`config.mk`:
```
export PLATFORM = sky130hd
export DESIGN_NAME = keypad_code_lock
export DESIGN_NICKNAME = d
export VERILOG_FILES = /design/src/rtl/core/kcl_pkg.sv /design/src/rtl/core/kcl_engine.sv /design/src/rtl/core/keypad_code_lock.sv
export SDC_FILE = /design/constraint.sdc
export NUM_CORES = 1
export LEC_CHECK = 0
export BUFFER_PORTS_ARGS = -buffer_cell sky130_fd_sc_hd__buf_4
export CORE_MARGIN = 2
export CORE_UTILIZATION = 50
export DETAILED_ROUTE_END_ITERATION = 7
export GPL_ROUTABILITY_DRIVEN = 0
export PLACE_DENSITY_LB_ADDON = 0.25
export SYNTH_ARGS = -nofsm -noshare
export SYNTH_HDL_FRONTEND = slang
export SYNTH_SLANG_ARGS = --single-unit
```
`constraint.sdc`:
```
create_clock -name clock -period 7.16 [get_ports clock]
set_input_delay 0.716 -clock clock [delete_from_list [all_inputs] [get_ports clock]]
set_output_delay 0.716 -clock clock [all_outputs]
set_load 0.01 [all_outputs]
```
`src/rtl/core/kcl_pkg.sv`:
```
package kcl_pkg;

   localparam int LOCK_W    = 20;
   localparam int TRIES_W   = 4;
   localparam int DIGIT_W   = 4;
   localparam int CSR_IDX_W = 1;
   localparam int CSR_DAT_W = 20;

   localparam logic [7:0] KEY_HASH = 8'h23;
   localparam logic [7:0] KEY_STAR = 8'h2A;
   localparam logic [7:0] KEY_0    = 8'h30;
   localparam logic [7:0] KEY_9    = 8'h39;

   localparam logic [LOCK_W-1:0]  LOCKOUT_RESET   = 20'd30000;
   localparam logic [TRIES_W-1:0] MAX_WRONG_RESET = 4'd3;
   localparam logic [TRIES_W-1:0] WRONG_SAT       = 4'd15;

   localparam logic [CSR_IDX_W-1:0] CSR_LOCKOUT_TICKS = 1'b0;
   localparam logic [CSR_IDX_W-1:0] CSR_RETRY_LIMIT   = 1'b1;

   localparam logic [1:0] BEEPS_NONE   = 2'd0;
   localparam logic [1:0] BEEPS_DENIED = 2'd1;
   localparam logic [1:0] BEEPS_LOCKED = 2'd3;

   typedef enum logic [1:0] {
      CMD_KEY    = 2'd0,
      CMD_TICK   = 2'd1,
      CMD_CHANGE = 2'd2,
      CMD_NOP    = 2'd3
   } cmd_type;

   typedef enum logic [1:0] {
      PH_VERIFY  = 2'd0,
      PH_CHG_OLD = 2'd1,
      PH_NEW     = 2'd2,
      PH_CONFIRM = 2'd3
   } phase_type;

   typedef enum logic [3:0] {
      EV_NONE         = 4'd0,
      EV_DIGIT        = 4'd1,
      EV_ERASE        = 4'd2,
      EV_GRANTED      = 4'd3,
      EV_DENIED       = 4'd4,
      EV_LOCKED       = 4'd5,
      EV_UNLOCKED     = 4'd6,
      EV_NEW_TAKEN    = 4'd7,
      EV_CHANGED      = 4'd8,
      EV_MISMATCH     = 4'd9,
      EV_CHANGE_BEGUN = 4'd10
   } event_type;

   typedef struct packed {
      logic [1:0] cmd;
      logic [7:0] key_code;
   } req_word_type;

   typedef struct packed {
      logic [3:0] event_res;
      logic [2:0] entered_count;
      logic [3:0] failures;
      logic       locked;
      logic [1:0] beeps;
      logic [1:0] phase;
   } rsp_word_type;

   typedef struct packed {
      logic [LOCK_W-1:0]  lockout_ticks;
      logic [TRIES_W-1:0] retry_limit;
   } cfg_type;

endpackage

```
`src/rtl/core/kcl_engine.sv`:
```
module kcl_engine #(
   parameter int CODE_DIGITS = 4
) (
   input  logic                  clock,
   input  logic                  reset,
   input  logic                  fire,
   input  kcl_pkg::req_word_type item,
   input  kcl_pkg::cfg_type      cfg,
   output kcl_pkg::rsp_word_type result
);
   import kcl_pkg::*;

   localparam int CNT_W = $clog2(CODE_DIGITS + 1);
   localparam logic [CNT_W-1:0] FULL = CNT_W'(CODE_DIGITS);

   logic [CODE_DIGITS-1:0][DIGIT_W-1:0] stored_ff;
   logic [CODE_DIGITS-1:0][DIGIT_W-1:0] entry_ff;
   logic [CODE_DIGITS-1:0][DIGIT_W-1:0] new_code_ff;
   logic [CNT_W-1:0]   count_ff, count_in;
   logic [TRIES_W-1:0] wrong_ff, wrong_in, wrong_sat;
   phase_type          phase_ff, phase_in;
   logic [LOCK_W-1:0]  lock_ff, lock_in;

   logic               locked_now;
   logic               digit_wr;
   logic [DIGIT_W-1:0] digit_val;
   logic               copy_new;
   logic               store_code;
   event_type          ev;
   logic [1:0]         beeps;

   always_comb begin
      locked_now = (lock_ff != '0);
      wrong_sat  = (wrong_ff == WRONG_SAT) ? wrong_ff : wrong_ff + 4'd1;
      digit_val  = DIGIT_W'(item.key_code - KEY_0);
      count_in   = count_ff;
      wrong_in   = wrong_ff;
      phase_in   = phase_ff;
      lock_in    = lock_ff;
      digit_wr   = 1'b0;
      copy_new   = 1'b0;
      store_code = 1'b0;
      ev         = EV_NONE;
      beeps      = BEEPS_NONE;
      case (item.cmd)
         CMD_TICK: begin
            if (locked_now) begin
               lock_in = lock_ff - LOCK_W'(1);
               if (lock_ff == LOCK_W'(1)) begin
                  wrong_in = '0;
                  ev       = EV_UNLOCKED;
               end
            end
         end
         CMD_CHANGE: begin
            if (!locked_now) begin
               phase_in = PH_CHG_OLD;
               count_in = '0;
               ev       = EV_CHANGE_BEGUN;
            end
         end
         CMD_KEY: begin
            if (!locked_now) begin
               if (item.key_code == KEY_HASH) begin
                  if (count_ff == FULL) begin
                     count_in = '0;
                     case (phase_ff)
                        PH_NEW: begin
                           copy_new = 1'b1;
                           phase_in = PH_CONFIRM;
                           ev       = EV_NEW_TAKEN;
                        end
                        PH_CONFIRM: begin
                           if (entry_ff == new_code_ff) begin
                              store_code = 1'b1;
                              phase_in   = PH_VERIFY;
                              ev         = EV_CHANGED;
                           end else begin
                              phase_in = PH_NEW;
                              ev       = EV_MISMATCH;
                           end
                        end
                        default: begin
                           if (entry_ff == stored_ff) begin
                              wrong_in = '0;
                              if (phase_ff == PH_CHG_OLD) begin
                                 phase_in = PH_NEW;
                              end
                              ev = EV_GRANTED;
                           end else begin
                              phase_in = PH_VERIFY;
                              if (wrong_sat >= cfg.retry_limit) begin
                                 lock_in  = cfg.lockout_ticks;
                                 wrong_in = (cfg.lockout_ticks == '0) ? '0 : wrong_sat;
                                 beeps    = BEEPS_LOCKED;
                                 ev       = EV_LOCKED;
                              end else begin
                                 wrong_in = wrong_sat;
                                 beeps    = BEEPS_DENIED;
                                 ev       = EV_DENIED;
                              end
                           end
                        end
                     endcase
                  end
               end else if (item.key_code == KEY_STAR) begin
                  if (count_ff != '0) begin
                     count_in = count_ff - CNT_W'(1);
                     ev       = EV_ERASE;
                  end
               end else if (item.key_code inside {[KEY_0:KEY_9]}) begin
                  if (count_ff < FULL) begin
                     digit_wr = 1'b1;
                     count_in = count_ff + CNT_W'(1);
                     ev       = EV_DIGIT;
                  end
               end
            end
         end
         default: begin
            ev = EV_NONE;
         end
      endcase

      result.event_res     = ev;
      result.entered_count = 3'(count_in);
      result.failures      = wrong_in;
      result.locked        = (lock_in != '0);
      result.beeps         = beeps;
      result.phase         = phase_in;
   end

   always_ff @(posedge clock) begin
      if (reset) begin
         count_ff <= '0;
         wrong_ff <= '0;
         phase_ff <= PH_VERIFY;
         lock_ff  <= '0;
         for (int i = 0; i < CODE_DIGITS; i++) begin
            stored_ff[i] <= DIGIT_W'(i + 1);
         end
      end else if (fire) begin
         count_ff <= count_in;
         wrong_ff <= wrong_in;
         phase_ff <= phase_in;
         lock_ff  <= lock_in;
         if (store_code) begin
            stored_ff <= new_code_ff;
         end
      end
   end

   always_ff @(posedge clock) begin
      if (fire && copy_new) begin
         new_code_ff <= entry_ff;
      end
      for (int i = 0; i < CODE_DIGITS; i++) begin
         if (fire && digit_wr && count_ff == CNT_W'(i)) begin
            entry_ff[i] <= digit_val;
         end
      end
   end

   a_count_range: assert property (@(posedge clock) disable iff (reset)
      count_ff <= FULL)
      else $error("entry count beyond the code length");

   a_unlock_clears: assert property (@(posedge clock) disable iff (reset)
      fire && item.cmd == CMD_TICK && lock_ff == LOCK_W'(1) |=> wrong_ff == '0 && lock_ff == '0)
      else $error("end of lockout did not clear the failure count");

   a_lock_holds: assert property (@(posedge clock) disable iff (reset)
      lock_ff != '0 && !(fire && item.cmd == CMD_TICK) |=> $stable(lock_ff))
      else $error("lockout counter moved without a tick");

   a_locked_phase: assert property (@(posedge clock) disable iff (reset)
      lock_ff != '0 |-> phase_ff == PH_VERIFY)
      else $error("lockout running outside the verify phase");

endmodule

```
`src/rtl/core/keypad_code_lock.sv`:
```
// Keypad code lock with wrong-entry lockout. Each request word is a key press, a 1 ms tick, a
// request to begin a code change or a no-op, and yields exactly one response word carrying the
// event, the digit count, the failure count, the lock flag, the beep count and the flow phase.
// The block takes one request word per clock cycle while the response side does not stall; a
// word waits in the input register until it advances, which registers its response. The lock
// state, the entry and both codes are updated on that advance by the code compare and sequencing
// logic between the two registers, which sets the one-word-per-cycle rate. The user must write
// registers through the csr port only while no word is in flight; the block does not enforce it.
module keypad_code_lock #(
   parameter int CODE_DIGITS = 4
) (
   input  logic                               clock,
   input  logic                               reset,
   input  logic                               req_valid,
   output logic                               req_stall,
   input  kcl_pkg::req_word_type              req_word,
   output logic                               rsp_valid,
   input  logic                               rsp_stall,
   output kcl_pkg::rsp_word_type              rsp_word,
   input  logic                               csr_write,
   input  logic [kcl_pkg::CSR_IDX_W-1:0]      csr_index,
   input  logic [kcl_pkg::CSR_DAT_W-1:0]      csr_wdata
);
   import kcl_pkg::*;

   logic         in_valid_ff, in_valid_in;
   req_word_type in_word_ff;
   logic         rsp_valid_ff, rsp_valid_in;
   rsp_word_type rsp_word_ff;
   cfg_type      cfg_ff;
   rsp_word_type result;
   logic         advance;
   logic         accept;

   assign advance      = in_valid_ff && (!rsp_valid_ff || !rsp_stall);
   assign req_stall    = in_valid_ff && !advance;
   assign accept       = req_valid && !req_stall;
   assign in_valid_in  = accept || (in_valid_ff && !advance);
   assign rsp_valid_in = advance || (rsp_valid_ff && rsp_stall);
   assign rsp_valid    = rsp_valid_ff;
   assign rsp_word     = rsp_word_ff;

   always_ff @(posedge clock) begin
      if (reset) begin
         in_valid_ff  <= 1'b0;
         rsp_valid_ff <= 1'b0;
      end else begin
         in_valid_ff  <= in_valid_in;
         rsp_valid_ff <= rsp_valid_in;
      end
   end

   always_ff @(posedge clock) begin
      if (accept) begin
         in_word_ff <= req_word;
      end
      if (advance) begin
         rsp_word_ff <= result;
      end
   end

   always_ff @(posedge clock) begin
      if (reset) begin
         cfg_ff.lockout_ticks <= LOCKOUT_RESET;
         cfg_ff.retry_limit   <= MAX_WRONG_RESET;
      end else if (csr_write) begin
         case (csr_index)
            CSR_LOCKOUT_TICKS: cfg_ff.lockout_ticks <= csr_wdata;
            CSR_RETRY_LIMIT:   cfg_ff.retry_limit   <= TRIES_W'(csr_wdata);
            default:           cfg_ff <= cfg_ff;
         endcase
      end
   end

   kcl_engine #(
      .CODE_DIGITS (CODE_DIGITS)
   ) u_engine (
      .clock  (clock),
      .reset  (reset),
      .fire   (advance),
      .item   (in_word_ff),
      .cfg    (cfg_ff),
      .result (result)
   );

   a_advance_delivers: assert property (@(posedge clock) disable iff (reset)
      advance |=> rsp_valid_ff && rsp_word_ff == $past(result))
      else $error("processed word did not reach the response register");

endmodule
```
==> run metrics, run 1 <==
post-synth top area share 27.32%; PnR Total Power 1.861 mW; post-synth top area cell edfxtp_1; first-pass GRT wire length 25120 um; CTS tree built; Vert. Die Dim 116.9 um; met3 GRT Util 5.561%; clk root buf clkbuf_16; M1 GR Usage 32.31%; final std cells w/o fill 912; Final min period 4.099 ns; Placeable Area 0.01252 mm2; dominant cell by count in the synthesized netlist nand2_1; I/O pins 54; Mapped Nets 734; combinational share of power 10.9%; Hold WS 0.4579 ns; Placed Cells 880; Worst VDD drop 0.1466 mV; post-DP HPWL 10520 um; share of cells above drive strength 1 14.46%; Mapped Area 0.006376 mm2; nets 775; clk slew on worst S/H paths 0.06 ns; Worst slew margin 15.73%; static leakage 2.746 nW; Port Buffers 53; warnings from Yosys 0; Max Clk Rate 0.2440 GHz; Layout Area Growth over Synthesis 16.80%; number of flops mapped to enable cells by yosys 58; Placed Instance Area 0.006877 mm2; register area 0.003163 mm2; Pwr per Cell Area 250.0 mW/mm2; Tightest Hold Check Type in -> reg; Finish-stage setup viols 0; CP Capture Type flip-flop; Initial Util 50.94%; Pre-Repair DR Iteration Count 5; most used routing layer met2; setup TNS 0 ns; Main synth FF type dfxtp_1; post-CTS sizing 0; post-synthesis register bit count 129; clock latency at the later pin of the worst-skew pair 0.43 ns; RSZ-0062 raised after global routing false; top cells by count, synth nand2_1, nor2_1, dfxtp_1; worst-path fanout max 16; Syn Area/Cell 9.295 um2; DR vias/cell 5.828; CP startpoint kind flip-flop; H-Tree Depth 4; CTS sink count 129; Synth Instances 686; drt initial violations 533; maximum clock path buffer count 2; Synth async-reset ratio 0%; ranking of synthesized cells by area edfxtp_1, dfxtp_1, nand2_1; die area 0.01367 mm2; DR DRC count 0; status complete, no violations; Via Count 5315; area of the multi-input gates 0.002992 mm2; cts hold-fix bufs 0; Final Skew 0.01217 ns; M2 GR Usage 37.26%; Design Area, Final 0.007447 mm2; initial antenna violation count 0; Net Sw Frac 25.94%; antenna viol nets, final 0; Site Rows 41; wire length per cell 16.77 um; Pint 1.379 mW; Worst-Margin Slew 1.257 ns; Setup CP Type reg -> reg; die width 116.9 um; Final Hold Fails 0; # Post-CTS Setup Buffers 0; Max Cap Violations 0; CP arrival 4.14 ns; Fill cells 1109; GR Overflow Total 0; Reg power frac 44.1%; gr usage total 23.88%; vias in the first global route 5091; pin count of the biggest net entering global routing 73; P_sw 0.4828 mW; period utilisation layout 57.25%; cts bufs inserted 17; # diodes 0; sequential area share after synthesis 49.61%; Netlist cell types 62; CP Data Required Time 7.20 ns; Routed WL 15290 um; Clk pwr share 45.0%; max-slew violation count 0
-- through the flow --
stage	util (%)	setup slack [ns]
3_5_place_dp	54.94	3.096
2_1_floorplan	-	3.404
5_1_grt	59.50	2.728
6_report	59.50	3.061
3_3_place_gp	54.94	3.289
4_1_cts	59.50	3.093
-- worst max-delay path, stage by stage (launching register included) --
cell and delay [ns]:
dfxtp_1 0.36, inv_1 0.11, ha_1 0.17, nor3b_1 0.65, nand3_1 0.43, or3_1 0.59
nor2_2 0.25, nand2_1 0.16, nor3_2 0.97
-- cells by family (layout without fill, tap and decap cells) --
logic type	count (synthesis)	count (layout)	share of synthesized area (%)
simple gates	314	314	24.96
fa+ha+maj	12	12	2.355
xor+xnor	36	36	4.945
mux	14	14	2.217
buf+inv	57	111	3.552
flops	129	129	49.61
compound gates	124	124	12.36
-- power by group through the flow --
stage,clock (mW),sequential (mW),combinational [mW]
after global placement,0,0.834,0.194
after detailed placement,0,0.835,0.198
final,0.838,0.821,0.202
after CTS,0.847,0.820,0.200
after global routing,0.880,0.824,0.223
after floorplan,0,0.825,0.142
-- metal layers --
layer  vias to the layer above  wire, um
li1                       2554         -
met1                      2535      6982
met2                       199      7074
met3                        27       988
met4                         0       249
met5                         -         0
-- registers in the layout, summed over array words and instances (netlist names) --
signal                flops
cfg_ff                   24
u_engine.lock_ff         20
rsp_word                 16
u_engine.entry_ff        16
u_engine.new_code_ff     16
u_engine.stored_ff       16
in_word_ff               10
u_engine.wrong_ff         4
u_engine.count_ff         3
u_engine.phase_ff         2
in_valid_ff               1
rsp_valid                 1
-- cell usage in the layout (no fill, tap or decap), drive strengths merged, types with 22 or more instances in the layout --
master  count
nand2      98
nor2       85
dfxtp      71
edfxtp     58
buf        56
a21oi      49
xnor2      27
inv        24
nor4       24
nor3       22
-- final timing paths --
path / from / slack, ns / depth (start not counted) / end
worst max-delay path: u_engine.lock_ff[0] / 3.06 / 8 / u_engine.new_code_ff[13]
worst min-delay path: req_word[6] / 0.46 / 1 / in_word_ff[6]
worst max register to register: u_engine.lock_ff[0] / 3.06 / 8 / u_engine.new_code_ff[13]
worst min register to register: cfg_ff[2] / 0.46 / 2 / cfg_ff[2]
-- area by class of cell --
type,instances,share of cell area (%)
well taps,172,2.890
repair buffers,56,5.645
clock buffers,18,5.763
inverters,23,1.159
flip-flops and latches,129,42.47
multi-input cells,500,40.17
clock inverters,14,1.899
No activity file was read; power rests on OpenSTA's default activity.
==> inputs of run 2 (changes only) <==
- clock period: 7.16 -> 3.8 ns (I/O delays scaled with it)
==> run metrics, run 2 (same netlist as run 1, synthesis figures left out) <==
GR Overflow Total 0 (unchanged); CP peak stage delay 0.68 ns (-0.29 ns); post-CTS sizing 0 (unchanged); commonest non-fill, non-tap cell in the layout nand2_1; Port Buffers 53 (unchanged); Placeable Area 0.01252 mm2 (unchanged); most frequent cells in the layout nand2_1, nor2_1, dfxtp_1; gr usage total 24.52% (+0.64 points); RSZ-0062 raised after global routing false; Layout Area Growth over Synthesis 19.49%; final std cells w/o fill 925 (+1.4%); wire length per cell 16.69 um (-0.45%); slowest CP cell nor4_4; first-pass GRT wire length 25720 um (+2.4%); CP startpoint kind flip-flop; crit path launch u_engine.wrong_ff[0]; worst hold stages 1 (unchanged); clock latency at the later pin of the worst-skew pair 0.42 ns (about the same); CP dominant cell by count ha_1; maximum clock path buffer count 2 (unchanged); status complete, no violations; Site Rows 41 (unchanged); cts hold-fix bufs 0 (unchanged); Layout Utilization 60.87% (+1.4 points); cts bufs inserted 17 (unchanged); share of cells above drive strength 1 15.94% (+1.5 points); Initial Util 50.94% (unchanged); Pwr per Cell Area 488.9 mW/mm2 (+96%); biggest regs cfg_ff x24, u_engine.lock_ff x20; pin count of the biggest net entering global routing 73 (unchanged); Via Count 5300 (-0.28%); max reg flops 24 (unchanged); Vert. Die Dim 116.9 um (unchanged); Pre-Repair DR Iteration Count 7 (+2); CTS tree built; Reg-to-Reg Start u_engine.wrong_ff[0]; Setup CP Type reg -> reg; post-DP HPWL 10800 um (+2.7%); Max Cap Violations 0 (unchanged); max-slew violation count 0 (unchanged); drt initial violations 499 (-6.4%); Final Hold Fails 0 (unchanged); Worst VDD drop 0.3292 mV (+120%); DR DRC count 0 (unchanged); static leakage 2.851 nW (+3.8%); DR vias/cell 5.730 (-1.7%); # diodes 0 (unchanged); CP arrival 3.81 ns (-0.33 ns); die width 116.9 um (unchanged); R2R setup slack 0.33 ns (-2.73 ns); clk root buf clkbuf_16; CTS sink count 129 (unchanged); nets 788 (+1.7%); die area 0.01367 mm2 (unchanged); Final min period 3.470 ns (-0.6293 ns); CP Data Required Time 4.14 ns (-3.06 ns); setup TNS 0 ns (unchanged); Tightest Hold Check Type in -> reg; Routed WL 15440 um (+0.97%); CP Capture Type flip-flop; Worst slew margin 42.64% (+27 points); Worst-Margin Slew 0.8540 ns (-0.4032 ns); Final Skew 0.009906 ns (-0.002260 ns); clk slew on worst S/H paths 0.06 ns (about the same); vias in the first global route 5188 (+1.9%); # Post-CTS Setup Buffers 0 (unchanged); R2R Path End u_engine.lock_ff[5]; antenna viol nets, final 0 (unchanged); I/O pins 54 (unchanged); H-Tree Depth 4 (unchanged); largest register by flop count cfg_ff; Max Clk Rate 0.2882 GHz (+18%); Finish-stage setup viols 0 (unchanged); Reg2Reg Depth 11 (+3); worst hold endpoint in_word_ff[8]; crit-path cells ha_1 > nand3_1 > mux2_2 > ha_1 > o21ai_0 > a21o_1 > nor4_4 > nor3_1 > a211oi_1 > nand2_1 > a21oi_1; Placed Cells 893 (+1.5%); hold path start req_word[8]; initial antenna violation count 0 (unchanged); period utilisation layout 91.30% (+34 points); worst-path fanout max 15 (-1)
## run 2: cell types whose count changed in the layout (fill, tap and decap cells not counted)
cell,delta
or4_4,+1
bufinv_16,+3
inv_6,+1
buf_4,+13
clkinv_2,-2
clkinv_1,+1
or4_1,-1
clkinvlp_4,-3
## run 2: cell type report
cell class	count	area, um2
Inverter	23	86.33
Sequential cell	129	3163
Timing Repair Buffer	69	518.0
Multi-Input combinational cell	500	2995
Clock inverter	14	211.5
Fill cell	1074	4898
Clock buffer	18	429.2
Tap cell	172	215.2
## run 2: stage by stage
step | area (um2) | power, mW | setup slack [ns] | hold WS (ns)
final | 7619 | 3.725 | 0.3305 | 0.1301
after global routing | 7619 | 3.873 | 0.03733 | 0.1127
after CTS | 7615 | 3.741 | 0.2747 | 0.1181
after detailed placement | 6974 | 1.972 | 0.3025 | 0.4580
after global placement | 6974 | 1.958 | 0.4060 | 0.4505
after floorplan | 6376 | 1.822 | 0.04415 | 0.4354
## run 2: worst max-delay path by stage
stage	endpoint	slack (ns)	cells after the start
after floorplan	u_engine.new_code_ff[0]	0.04	9
after global placement	rsp_word[4]	0.41	11
after detailed placement	rsp_word[4]	0.30	11
after CTS	rsp_word[4]	0.27	11
after global routing	u_engine.lock_ff[5]	0.04	11
final	u_engine.lock_ff[5]	0.33	11
## run 2: where the power goes
part / total (mW) / switching [mW] / internal [mW]
combinational: 0.413 / 0.250 / 0.163
clock: 1.77 / 0.609 / 1.16
sequential: 1.54 / 0.0480 / 1.49
## run 2: metal layers
metal  track usage, %  share of wire [%]
met5                0                  0
met3            6.591                5.7
met1            33.15                 46
met4            9.098                1.9
met2            38.03                 47
## run 2: critical path, delay by kind of cell (launching register included)
| family | cells | cell delay (ns) |
|---|---|---|
| and+or+nand+nor | 4 | 1.07 |
| AOI/OAI and AO/OA | 4 | 0.92 |
| adders and majority gates | 2 | 0.57 |
| DFF | 1 | 0.48 |
| muxes | 1 | 0.35 |
